File: src/design/ctst_pkg.sv
// shared types, constants and helper functions for the countdown timer slot table
// no dependencies; imported by every module of the block
`default_nettype none

package ctst_pkg;

   // table geometry
   localparam int SLOTS       = 16;
   localparam int COUNT_BITS  = 16;
   localparam int IDX_BITS    = (SLOTS > 1) ? $clog2(SLOTS) : 1;

   // command queue between front and back
   localparam int QUEUE_DEPTH = 2;
   localparam int QPTR_BITS   = (QUEUE_DEPTH > 1) ? $clog2(QUEUE_DEPTH) : 1;
   localparam int QCNT_BITS   = $clog2(QUEUE_DEPTH + 1);

   // input func codes
   localparam logic [2:0] FUNC_ADD    = 3'd0;
   localparam logic [2:0] FUNC_PAUSE  = 3'd1;
   localparam logic [2:0] FUNC_RESUME = 3'd2;
   localparam logic [2:0] FUNC_CANCEL = 3'd3;
   localparam logic [2:0] FUNC_REAP   = 3'd4;
   localparam logic [2:0] FUNC_TICK   = 3'd5;

   // input start state codes
   localparam logic [1:0] START_RUN    = 2'd0;
   localparam logic [1:0] START_PAUSE  = 2'd1;
   localparam logic [1:0] START_CANCEL = 2'd2;
   localparam logic [1:0] START_BAD    = 2'd3;

   typedef enum logic [2:0] {
      OP_ADD,
      OP_PAUSE,
      OP_RESUME,
      OP_CANCEL,
      OP_REAP,
      OP_TICK,
      OP_BAD
   } op_type;

   typedef enum logic [1:0] {
      MODE_RUN    = 2'd0,
      MODE_PAUSE  = 2'd1,
      MODE_CANCEL = 2'd2
   } mode_type;

   typedef enum logic [2:0] {
      ST_OK      = 3'd0,
      ST_INVALID = 3'd1,
      ST_FULL    = 3'd2,
      ST_ALREADY = 3'd3,
      ST_NOTFIN  = 3'd4
   } status_type;

   typedef enum logic [1:0] {
      KIND_REPLY     = 2'd0,
      KIND_EXPIRED   = 2'd1,
      KIND_TICK_NONE = 2'd2
   } kind_type;

   typedef enum logic [1:0] {
      BACK_IDLE,
      BACK_WALK,
      BACK_DONE
   } back_state_type;

   // channel payloads
   typedef struct packed {
      logic [2:0]  func;
      logic [3:0]  slot;
      logic [15:0] interval;
      logic [1:0]  start_state;
   } req_type;

   typedef struct packed {
      logic [1:0] kind;
      logic [2:0] status;
      logic [3:0] result_slot;
      logic       last;
   } rsp_type;

   // classified command, front to back
   typedef struct packed {
      op_type                  op;
      logic [3:0]              slot;
      logic [IDX_BITS-1:0]     idx;
      logic                    slot_ok;
      logic                    add_bad;
      mode_type                start_mode;
      logic [COUNT_BITS-1:0]   count;
   } cmd_type;

   // slot field to table index
   function automatic logic [IDX_BITS-1:0] to_idx(input logic [3:0] s);
      logic [IDX_BITS+3:0] wide;
      wide = {{IDX_BITS{1'b0}}, s};
      return wide[IDX_BITS-1:0];
   endfunction

   // table index to result slot field
   function automatic logic [3:0] to_slot(input logic [IDX_BITS-1:0] i);
      logic [IDX_BITS+3:0] wide;
      wide = {4'b0000, i};
      return wide[3:0];
   endfunction

   // clamp interval into the counter width
   function automatic logic [COUNT_BITS-1:0] sat_count(input logic [15:0] iv);
      logic [COUNT_BITS+15:0] wide;
      logic [COUNT_BITS+15:0] top;
      wide = {{COUNT_BITS{1'b0}}, iv};
      top  = {16'h0000, {COUNT_BITS{1'b1}}};
      if (wide > top) begin
         return {COUNT_BITS{1'b1}};
      end
      return wide[COUNT_BITS-1:0];
   endfunction

endpackage

`default_nettype wire

File: src/design/ctst_front.sv
// front end: takes request transfers and classifies them into commands
// depends on ctst_pkg; feeds ctst_queue
`default_nettype none

module ctst_front (
   input  wire               req_valid,
   output logic              req_stall,
   input  ctst_pkg::req_type req_data,
   output logic              push,
   output ctst_pkg::cmd_type push_cmd,
   input  wire               queue_full
);
   import ctst_pkg::*;

   // stall only on a full queue
   assign req_stall = queue_full;
   assign push      = req_valid && !queue_full;

   // decode and precheck the request
   always_comb begin
      push_cmd.slot       = req_data.slot;
      push_cmd.idx        = to_idx(req_data.slot);
      push_cmd.count      = sat_count(req_data.interval);
      push_cmd.add_bad    = (req_data.interval == 16'h0000) ||
                            (req_data.start_state == START_BAD);
      push_cmd.slot_ok    = ({28'd0, req_data.slot} < 32'(SLOTS));
      case (req_data.start_state)
         START_RUN:    push_cmd.start_mode = MODE_RUN;
         START_PAUSE:  push_cmd.start_mode = MODE_PAUSE;
         START_CANCEL: push_cmd.start_mode = MODE_CANCEL;
         default:      push_cmd.start_mode = MODE_CANCEL;
      endcase
      case (req_data.func)
         FUNC_ADD:    push_cmd.op = OP_ADD;
         FUNC_PAUSE:  push_cmd.op = OP_PAUSE;
         FUNC_RESUME: push_cmd.op = OP_RESUME;
         FUNC_CANCEL: push_cmd.op = OP_CANCEL;
         FUNC_REAP:   push_cmd.op = OP_REAP;
         FUNC_TICK:   push_cmd.op = OP_TICK;
         default:     push_cmd.op = OP_BAD;
      endcase
   end

endmodule

`default_nettype wire

File: src/design/ctst_queue.sv
// short command queue between front and back
// depends on ctst_pkg for depth and command type
`default_nettype none

module ctst_queue (
   input  wire               clock,
   input  wire               reset,
   input  wire               push,
   input  ctst_pkg::cmd_type push_cmd,
   output logic              full,
   input  wire               pop,
   output logic              pop_valid,
   output ctst_pkg::cmd_type pop_cmd
);
   import ctst_pkg::*;

   cmd_type               entry_ff [QUEUE_DEPTH];
   logic [QPTR_BITS-1:0]  wr_ptr_ff, wr_ptr_in;
   logic [QPTR_BITS-1:0]  rd_ptr_ff, rd_ptr_in;
   logic [QCNT_BITS-1:0]  count_ff, count_in;
   logic                  do_push, do_pop;

   assign full      = (count_ff == QCNT_BITS'(QUEUE_DEPTH));
   assign pop_valid = (count_ff != '0);
   assign pop_cmd   = entry_ff[rd_ptr_ff];
   assign do_push   = push && !full;
   assign do_pop    = pop && pop_valid;

   // pointer and count update
   always_comb begin
      wr_ptr_in = wr_ptr_ff;
      rd_ptr_in = rd_ptr_ff;
      count_in  = count_ff;
      if (do_push) begin
         wr_ptr_in = (wr_ptr_ff == QPTR_BITS'(QUEUE_DEPTH - 1)) ? '0 : wr_ptr_ff + 1'b1;
      end
      if (do_pop) begin
         rd_ptr_in = (rd_ptr_ff == QPTR_BITS'(QUEUE_DEPTH - 1)) ? '0 : rd_ptr_ff + 1'b1;
      end
      if (do_push && !do_pop) begin
         count_in = count_ff + 1'b1;
      end else if (do_pop && !do_push) begin
         count_in = count_ff - 1'b1;
      end
   end

   always_ff @(posedge clock) begin
      if (reset) begin
         wr_ptr_ff <= '0;
         rd_ptr_ff <= '0;
         count_ff  <= '0;
      end else begin
         wr_ptr_ff <= wr_ptr_in;
         rd_ptr_ff <= rd_ptr_in;
         count_ff  <= count_in;
      end
   end

   // entry storage, no reset
   always_ff @(posedge clock) begin
      if (do_push) begin
         entry_ff[wr_ptr_ff] <= push_cmd;
      end
   end

endmodule

`default_nettype wire

File: src/design/ctst_back.sv
// back end: timer table, command execution, tick walk and result register
// depends on ctst_pkg; takes commands from ctst_queue
`default_nettype none

module ctst_back (
   input  wire               clock,
   input  wire               reset,
   input  wire               cmd_valid,
   input  ctst_pkg::cmd_type cmd,
   output logic              cmd_pop,
   output logic              rsp_valid,
   input  wire               rsp_stall,
   output ctst_pkg::rsp_type rsp_data
);
   import ctst_pkg::*;

   // table state
   logic [SLOTS-1:0]       used_ff, used_in;
   mode_type               mode_ff  [SLOTS];
   logic [COUNT_BITS-1:0]  ticks_ff [SLOTS];

   // sequencer state
   back_state_type         state_ff, state_in;
   logic [IDX_BITS-1:0]    walk_ff, walk_in;
   logic                   pend_ff, pend_in;
   logic [IDX_BITS-1:0]    pend_idx_ff, pend_idx_in;

   // result register
   logic                   rsp_valid_ff, rsp_valid_in;
   rsp_type                rsp_ff, rsp_in;
   logic                   rsp_load;

   // table write port
   logic                   mode_we, ticks_we;
   logic [IDX_BITS-1:0]    wr_idx;
   mode_type               wr_mode;
   logic [COUNT_BITS-1:0]  wr_ticks;

   logic                   out_free;
   logic [IDX_BITS-1:0]    rd_idx;
   mode_type               rd_mode;
   logic                   rd_used;
   logic [COUNT_BITS-1:0]  rd_ticks;
   logic [COUNT_BITS-1:0]  ticks_dec;
   logic                   walk_live;
   logic                   expire;
   logic                   walk_end;
   logic [IDX_BITS-1:0]    free_idx;
   logic                   all_used;

   assign out_free  = !rsp_valid_ff || !rsp_stall;
   assign rsp_valid = rsp_valid_ff;
   assign rsp_data  = rsp_ff;

   // one read index, shared by walk and named-slot commands
   assign rd_idx    = (state_ff == BACK_WALK) ? walk_ff : cmd.idx;
   assign rd_mode   = mode_ff[rd_idx];
   assign rd_used   = used_ff[rd_idx];
   assign rd_ticks  = ticks_ff[rd_idx];
   assign ticks_dec = (rd_ticks != '0) ? rd_ticks - 1'b1 : '0;
   assign walk_live = rd_used && (rd_mode == MODE_RUN);
   assign expire    = walk_live && (ticks_dec == '0);
   assign walk_end  = (walk_ff == IDX_BITS'(SLOTS - 1));
   assign all_used  = &used_ff;

   // lowest free slot
   always_comb begin
      free_idx = '0;
      for (int i = SLOTS - 1; i >= 0; i--) begin
         if (!used_ff[i]) begin
            free_idx = IDX_BITS'(i);
         end
      end
   end

   // next state
   always_comb begin
      state_in = state_ff;
      case (state_ff)
         BACK_IDLE: begin
            if (cmd_valid && out_free && (cmd.op == OP_TICK)) begin
               state_in = BACK_WALK;
            end
         end
         BACK_WALK: begin
            if (out_free && walk_end) begin
               state_in = BACK_DONE;
            end
         end
         BACK_DONE: begin
            if (out_free) begin
               state_in = BACK_IDLE;
            end
         end
         default: state_in = BACK_IDLE;
      endcase
   end

   // datapath and outputs
   always_comb begin
      cmd_pop     = 1'b0;
      rsp_load    = 1'b0;
      rsp_in      = rsp_ff;
      used_in     = used_ff;
      walk_in     = walk_ff;
      pend_in     = pend_ff;
      pend_idx_in = pend_idx_ff;
      mode_we     = 1'b0;
      ticks_we    = 1'b0;
      wr_idx      = rd_idx;
      wr_mode     = MODE_CANCEL;
      wr_ticks    = ticks_dec;
      case (state_ff)
         BACK_IDLE: begin
            if (cmd_valid && out_free) begin
               cmd_pop            = 1'b1;
               rsp_in.kind        = KIND_REPLY;
               rsp_in.last        = 1'b1;
               rsp_in.result_slot = cmd.slot;
               rsp_in.status      = ST_INVALID;
               case (cmd.op)
                  OP_TICK: begin
                     walk_in = '0;
                     pend_in = 1'b0;
                  end
                  OP_ADD: begin
                     rsp_load           = 1'b1;
                     rsp_in.result_slot = 4'd0;
                     if (cmd.add_bad) begin
                        rsp_in.status = ST_INVALID;
                     end else if (all_used) begin
                        rsp_in.status = ST_FULL;
                     end else begin
                        rsp_in.status      = ST_OK;
                        rsp_in.result_slot = to_slot(free_idx);
                        used_in[free_idx]  = 1'b1;
                        wr_idx             = free_idx;
                        mode_we            = 1'b1;
                        wr_mode            = cmd.start_mode;
                        ticks_we           = 1'b1;
                        wr_ticks           = cmd.count;
                     end
                  end
                  OP_PAUSE: begin
                     rsp_load = 1'b1;
                     if (cmd.slot_ok && rd_used) begin
                        if (rd_mode == MODE_CANCEL) begin
                           rsp_in.status = ST_INVALID;
                        end else if (rd_mode == MODE_PAUSE) begin
                           rsp_in.status = ST_ALREADY;
                        end else begin
                           rsp_in.status = ST_OK;
                           mode_we       = 1'b1;
                           wr_mode       = MODE_PAUSE;
                        end
                     end
                  end
                  OP_RESUME: begin
                     rsp_load = 1'b1;
                     if (cmd.slot_ok && rd_used && (rd_mode != MODE_CANCEL)) begin
                        rsp_in.status = ST_OK;
                        mode_we       = 1'b1;
                        wr_mode       = MODE_RUN;
                     end
                  end
                  OP_CANCEL: begin
                     rsp_load = 1'b1;
                     if (cmd.slot_ok && rd_used) begin
                        if (rd_mode == MODE_CANCEL) begin
                           rsp_in.status = ST_ALREADY;
                        end else begin
                           rsp_in.status = ST_OK;
                           mode_we       = 1'b1;
                           wr_mode       = MODE_CANCEL;
                        end
                     end
                  end
                  OP_REAP: begin
                     rsp_load = 1'b1;
                     if (cmd.slot_ok && rd_used) begin
                        if (rd_mode != MODE_CANCEL) begin
                           rsp_in.status = ST_NOTFIN;
                        end else begin
                           rsp_in.status   = ST_OK;
                           used_in[cmd.idx] = 1'b0;
                        end
                     end
                  end
                  default: begin
                     rsp_load           = 1'b1;
                     rsp_in.result_slot = 4'd0;
                  end
               endcase
            end
         end
         BACK_WALK: begin
            // one slot per cycle while results are not held; an expiry is held until the next one shows up
            if (out_free) begin
               walk_in = walk_ff + 1'b1;
               if (walk_live) begin
                  ticks_we = 1'b1;
                  wr_ticks = ticks_dec;
               end
               if (expire) begin
                  mode_we     = 1'b1;
                  wr_mode     = MODE_CANCEL;
                  pend_in     = 1'b1;
                  pend_idx_in = walk_ff;
                  if (pend_ff) begin
                     rsp_load           = 1'b1;
                     rsp_in.kind        = KIND_EXPIRED;
                     rsp_in.status      = ST_OK;
                     rsp_in.result_slot = to_slot(pend_idx_ff);
                     rsp_in.last        = 1'b0;
                  end
               end
            end
         end
         BACK_DONE: begin
            // flush the held expiry as the final result, or report a quiet tick
            if (out_free) begin
               rsp_load      = 1'b1;
               rsp_in.status = ST_OK;
               rsp_in.last   = 1'b1;
               if (pend_ff) begin
                  rsp_in.kind        = KIND_EXPIRED;
                  rsp_in.result_slot = to_slot(pend_idx_ff);
               end else begin
                  rsp_in.kind        = KIND_TICK_NONE;
                  rsp_in.result_slot = 4'd0;
               end
            end
         end
         default: begin
            pend_in = 1'b0;
         end
      endcase
   end

   assign rsp_valid_in = rsp_load ? 1'b1 : (rsp_valid_ff && rsp_stall);

   // control registers
   always_ff @(posedge clock) begin
      if (reset) begin
         state_ff     <= BACK_IDLE;
         used_ff      <= '0;
         pend_ff      <= 1'b0;
         rsp_valid_ff <= 1'b0;
      end else begin
         state_ff     <= state_in;
         used_ff      <= used_in;
         pend_ff      <= pend_in;
         rsp_valid_ff <= rsp_valid_in;
      end
   end

   // payload registers and table entries, no reset
   always_ff @(posedge clock) begin
      walk_ff     <= walk_in;
      pend_idx_ff <= pend_idx_in;
      if (rsp_load) begin
         rsp_ff <= rsp_in;
      end
      if (mode_we) begin
         mode_ff[wr_idx] <= wr_mode;
      end
      if (ticks_we) begin
         ticks_ff[wr_idx] <= wr_ticks;
      end
   end

endmodule

`default_nettype wire

File: src/design/countdown_timer_slot_table.sv
// countdown timer slot table, top level; depends on ctst_pkg, ctst_front, ctst_queue, ctst_back
// path: a command reply is registered in the queue and then in the result register;
// a tick walks the table, one slot a cycle, then ends in the done state with its last result
// rate: one command a cycle while results are not held; a tick holds the queue until
// its walk and done state are through; results stall the walk when held
// reset: synchronous, clears slot usage, queue, sequencer and result valid
`default_nettype none

module countdown_timer_slot_table (
   input  wire               clock,
   input  wire               reset,
   input  wire               req_valid,
   output logic              req_stall,
   input  ctst_pkg::req_type req_data,
   output logic              rsp_valid,
   input  wire               rsp_stall,
   output ctst_pkg::rsp_type rsp_data
);
   import ctst_pkg::*;

   logic    push;
   cmd_type push_cmd;
   logic    queue_full;
   logic    pop;
   logic    pop_valid;
   cmd_type pop_cmd;

   ctst_front u_front (
      .req_valid  (req_valid),
      .req_stall  (req_stall),
      .req_data   (req_data),
      .push       (push),
      .push_cmd   (push_cmd),
      .queue_full (queue_full)
   );

   ctst_queue u_queue (
      .clock     (clock),
      .reset     (reset),
      .push      (push),
      .push_cmd  (push_cmd),
      .full      (queue_full),
      .pop       (pop),
      .pop_valid (pop_valid),
      .pop_cmd   (pop_cmd)
   );

   ctst_back u_back (
      .clock     (clock),
      .reset     (reset),
      .cmd_valid (pop_valid),
      .cmd       (pop_cmd),
      .cmd_pop   (pop),
      .rsp_valid (rsp_valid),
      .rsp_stall (rsp_stall),
      .rsp_data  (rsp_data)
   );

endmodule

`default_nettype wire

File: config.mk
export PLATFORM = sky130hd
export DESIGN_NAME = countdown_timer_slot_table
export DESIGN_NICKNAME = d
export VERILOG_FILES = /design/src/design/ctst_pkg.sv /design/src/design/ctst_front.sv /design/src/design/ctst_queue.sv /design/src/design/ctst_back.sv /design/src/design/countdown_timer_slot_table.sv
export SDC_FILE = /design/constraint.sdc
export NUM_CORES = 1
export LEC_CHECK = 0
export BUFFER_PORTS_ARGS = -buffer_cell sky130_fd_sc_hd__buf_4
export CAP_MARGIN = 5
export CORE_ASPECT_RATIO = 0.7
export CORE_MARGIN = 2
export CORE_UTILIZATION = 25
export CTS_CLUSTER_DIAMETER = 60
export DETAILED_ROUTE_END_ITERATION = 10
export HOLD_SLACK_MARGIN = 0.03
export SETUP_SLACK_MARGIN = 0.5
export SLEW_MARGIN = 20
export SYNTH_ARGS = -nofsm -noshare
export SYNTH_HDL_FRONTEND = slang
export SYNTH_HIERARCHICAL = 1
export SYNTH_SLANG_ARGS = --single-unit
File: constraint.sdc
create_clock -name clock -period 15.2 [get_ports clock]
set_input_delay 2.28 -clock clock [delete_from_list [all_inputs] [get_ports clock]]
set_output_delay 2.28 -clock clock [all_outputs]
set_load 0.01 [all_outputs]
# Word level (Yosys, flattened, before mapping)
# Memories as Yosys holds them, arrays and structs flattened. A register that Yosys moved wholly into a read port is not among the register bits.
# Index checks and enable logic that the tools add are counted.
# word_totals
reg_bits	42
input_bits	29
ramBits	348
output_inout_bits	12
latch_bits	0
mem_bits_ro	0
memories	3
# classes
multipliers	0
n_lt_le_gt_ge	5
shift	0
n_eq_ne	31
bitwise	4
addsub	6
reduce_logical	43
div_mod_pow	0
muxes	125
# memory_table
name	words	word_bits	read_ports	rd_ports_with_merged_regs	write_ports	line	rtl
u_back.ticks_ff	16	16	1	0	1	ctst_back.sv:20	logic [COUNT_BITS-1:0] ticks_ff [SLOTS];
u_queue.entry_ff	2	30	1	1	1	ctst_queue.sv:17	cmd_type entry_ff [QUEUE_DEPTH];
u_back.mode_ff	16	2	1	0	1	ctst_back.sv:19	mode_type mode_ff [SLOTS];
# ops
op	n
$mux W16	10
$mux W4	28
$mux W10	5
$mux W1	42
$mux W2	19
$logic_not A16 Y1	2
$pmux W16 S2	1
$pmux W10 S3	1
$pmux W3 S6	1
$and A16 B16 Y16	1
$ne A2 B1 Y1 const B	8
$not A16 Y16	1
$or A16 B16 Y16	1
$pmux W4 S2	2
$reduce_and A16 Y1	1
$reduce_bool A16 Y1	1
$sub A16 B1 Y16 const B	1
$lt A4 B5 Y1 const B	3
$pmux W3 S5	1
$logic_and A1 B1 Y1	14
$reduce_and A7 Y1	2
$eq A3 B2 Y1 const B	4
$eq A3 B3 Y1 const B	4
$mux W3	4
29 further kinds	57

# Logic depth before layout (Yosys ltp)
# logic_depth
word_depth	24
ltp_mapped	24
depth_no_buf	16

# Cells and area by module
# The synthesis kept the hierarchy.
# modules_own_cells
mod	n_inst	seq_area_each_um2	cells_each	area_each_um2
ctst_back	1	9589.2	1044	14591.5
ctst_queue	1	1961.9	121	2446.1
ctst_front	1	0.0	39	290.3

# Worst setup path after synthesis
# Ideal clock, no wire load.
# synth_path
path_type	reg-to-reg
start	reg with a tool-made name
end	reg u_back.rsp_ff (netlist bit u_back/rsp_data[0]) (enable)
t_arrival_ps	5276
stages_incl_launch_ff	17
setup_ps	380
t_required_ps	14820
setup_slack_ps	9544
n_path_buf	2
cell_sequence	dfxtp_1 -> buf_2 -> mux2_2 -> mux2i_1 -> buf_2 -> mux4_2 -> o21ai_0 -> nand4_1 -> inv_1 -> ha_1 -> nand4_1 -> or4_4 -> o41a_1 -> a211o_1 -> a2111oi_4 -> o211ai_1 -> a21oi_1
# synth_rtl
element	line	rtl
end signal: assignment	ctst_back.sv:262	rsp_ff <= rsp_in;
end: declaration	ctst_back.sv:30	rsp_type rsp_ff, rsp_in;

==> out/qor.yml <==
status:
  outcome: "completed"
synth:
  synth_area_um2: 17330
  synth_area_per_cell_um2: 14.39
  synthCells: 1204
  synth_top_flop_cell: "edfxtp_1"
  synthTopCellsByArea: "edfxtp_1 (64%), mux2i_1 (7.1%), dfxtp_1 (2.9%)"
  seq_area_frac_synth: 0.6666
  synthArstFlopShare: 0
  yosys_warnings: 6
  synth_seq_cells: 393
  synth_edf_count: 368
  synth_top_area_share: 0.6377
  yosys.cell_types.count: 65
  yosys.area.top_type: "edfxtp_1"
  synth_nets: 1244
global_route:
  grt_pass1_vias: 10240
  antenna_found_initial: 0
  gr-total-overflow: 0
  grt_max_degree: 65
  grt_pass1_wl_um: 63360
  grtUsageTotal: 0.1161
clock_network:
  insertion_delay_ns: 0.56
  cts_tree: "yes"
  cts.sinks: 393
  cts_hold_buf: 0
  clockRootBuffer: "clkbuf_16"
  cts_resized: 0
  clkTransAtPathRegs_ns: 0.06
  htree_levels: 2
  cts_buffers: 37
  cts_setup_buffers: 0
  clk_path_buf_depth: 3
sta:
  clock_skew_ns: 0.03692
  period_share: 0.5191
  fin_ws_ns: 7.309
  rsz0062_at_grt: "false"
  worst_pin_slew_ns: 1.104
  relSlewSlack: 0.2639
  hold_viol: 0
  maxSlewViolCount: 0
  setup_tns_ns: 0
  max_clock_freq_mhz: 126.7
  finalSetupViolCount: 0
  fin_crit_ns: 7.891
floorplanning:
  core_area_um2: 68370
  initial_utilization: 0.2535
  dieArea_um2: 71470
  die_h_um: 224.3
  rows: 80
  ioPinCount: 41
  die_w_um: 318.7
critical_path:
  start_kind: "flip-flop"
  worst_ep_required_time_ns: 15.38
  cp.arrival_ns: 8.07
  endpoint_kind: "flip-flop"
  path_class: "reg -> reg"
  worstPathMaxFanout: 64
cells_and_area:
  layout-drive-gt1-share: 0.1863
  final_common_cell: "edfxtp_1"
  fillers: 6819
  diodes: 0
  postLayoutCellArea_um2: 19820
  final_core_util: 0.2900
  area_growth_syn_to_layout_pct: 14.40
  nets: 1283
  final_cell_mix: "edfxtp_1 (368), mux2i_1 (121), buf_4 (84), nand2_1 (70), o22ai_1 (53)"
detailed_routing:
  drc_errors: 0
  met3WireLength_um: 3503
  vias: 10470
  wirelength_um: 42750
  drtIter0Drc: 1051
  ant_nets: 0
  via_per_inst: 4.816
  wl_met2_um: 17770
  drt_first_pass_iters: 6
  routedWlPerCell_um: 19.66
  m1WireLength_um: 20690
  top_layer_used: "met4"
power_and_ir_drop:
  combinationalPowerShare: 0.388
  p_per_area_nw_per_um2: 207.1
  peakVddDrop_mv: 0.1048
  clkPwrFrac: 0.221
  seqPwrFrac: 0.391
  power_mw: 4.106
  p_int_mw: 2.597
  p_switching_mw: 1.509
  leakagePower_nw: 6.564
  swShare: 0.3674
hold_path:
  hp-class: "reg -> reg"
  min_from: "u_queue/wr_ptr_ff$_SDFFE_PP0P_"
placement:
  io_buffers: 40
  place_ws_ns: 7.323
  gp_congestion: 0.8362
  placed_cell_area_um2: 18640
  dp_hpwl_um: 26890
flow_run:
  cap_violations: 0
[logic make-up (layout without fill, tap and decap cells)]
group / after synthesis / after routing / share of synthesized area
AOI/OAI and AO/OA: 239 / 239 / 0.08983
xor gates and xnor gates: 13 / 13 / 0.006571
adders and majority gates: 11 / 11 / 0.007943
buffers and inverters: 109 / 177 / 0.03675
DFF: 393 / 393 / 0.6666
muxes: 170 / 170 / 0.1103
other: 1 / 1 / 0.0002164
and+or+nand+nor: 268 / 268 / 0.08181
[state kept, by name (all words and copies together), names as in the netlist, 2 cells and up, named ones only]
| signal | flops |
|---|---|
| u_back/mode_ff | 32 |
| u_queue/entry_ff | 62 |
| u_back/walk_ff | 4 |
| u_queue/count_ff | 2 |
| u_back/rsp_data | 10 |
| u_back/used_ff | 16 |
| u_back/ticks_ff | 256 |
| u_back/pend_idx_ff | 4 |
| u_back/state_ff | 2 |
[path summary, 6_finish.rpt]
kind | cells past startpoint | slack [ns] | endpoint
setup / recovery | 14 | 7.31 | u_back/rsp_data[2]$_DFFE_PP_
hold / removal | 2 | 0.50 | u_queue/wr_ptr_ff$_SDFFE_PP0P_
setup reg to reg | 14 | 7.31 | u_back/rsp_data[2]$_DFFE_PP_
hold reg to reg | 2 | 0.50 | u_queue/wr_ptr_ff$_SDFFE_PP0P_
[per-layer routing]
layer  up-vias  global-route usage
li1       4747                   -
met1      5275              0.1753
met2       383              0.1671
met3        66             0.02566
met4         0             0.02889
met5         -                   0
[layout make-up]
type | instances | area [um2] | area share
Clock buffer | 43 | 958.4 | 0.04835
Clock inverter | 25 | 215.2 | 0.01086
Inverter | 25 | 93.84 | 0.004734
Multi-Input combinational cell | 702 | 5245 | 0.2646
Sequential cell | 393 | 11550 | 0.5827
Tap cell | 902 | 1129 | 0.05693
Timing Repair Buffer | 84 | 630.6 | 0.03181
[power by group through the flow]
stage / combinational (mW) / clock [mW] / sequential, mW
2_1_floorplan: 1.06 / 0 / 1.63
3_3_place_gp: 1.54 / 0 / 1.63
3_5_place_dp: 1.57 / 0 / 1.63
4_1_cts: 1.57 / 0.929 / 1.61
5_1_grt: 1.73 / 0.975 / 1.61
6_report: 1.59 / 0.909 / 1.60
[synthesized netlist by cell type (8+ instances only)]
master,instances
edfxtp_1,368
mux2i_1,123
nand2_1,70
nor2_1,56
o22ai_1,53
o21ai_0,44
a21oi_1,43
mux2_2,33
clkbuf_1,30
a211oi_1,28
buf_4,28
dfxtp_1,25
inv_1,25
nor3_1,19
nand3_1,18
and2_1,17
mux4_2,13
or4_1,12
buf_2,11
ha_1,11
buf_6,10
a31oi_1,9
or2_2,9
and3_1,8
nand4_1,8
o21ai_1,8
o31ai_1,8
[critical path, cell delays in order, from the launching register on]
cell,delay [ns]
dfxtp_1,0.31
buf_4,0.38
mux2_2,0.45
mux2i_4,0.77
buf_4,0.94
buf_4,0.79
mux2i_1,0.28
o22ai_1,0.10
or4_4,0.61
or4_4,0.57
o41a_1,0.48
a211o_1,0.33
a2111oi_4,0.38
o211ai_1,0.19
a21oi_1,0.82
[metrics by stage]
| step | hold WS [ns] | instances |
|---|---|---|
| detailed placement | 0.4842 | 2106 |
| global placement | 0.4660 | 2106 |
| finish | 0.5006 | 2174 |
| floorplan | 0.4206 | 1204 |
| CTS | 0.4929 | 2174 |
| global route | 0.5420 | 2174 |
No activity file was read; power rests on OpenSTA's default activity.
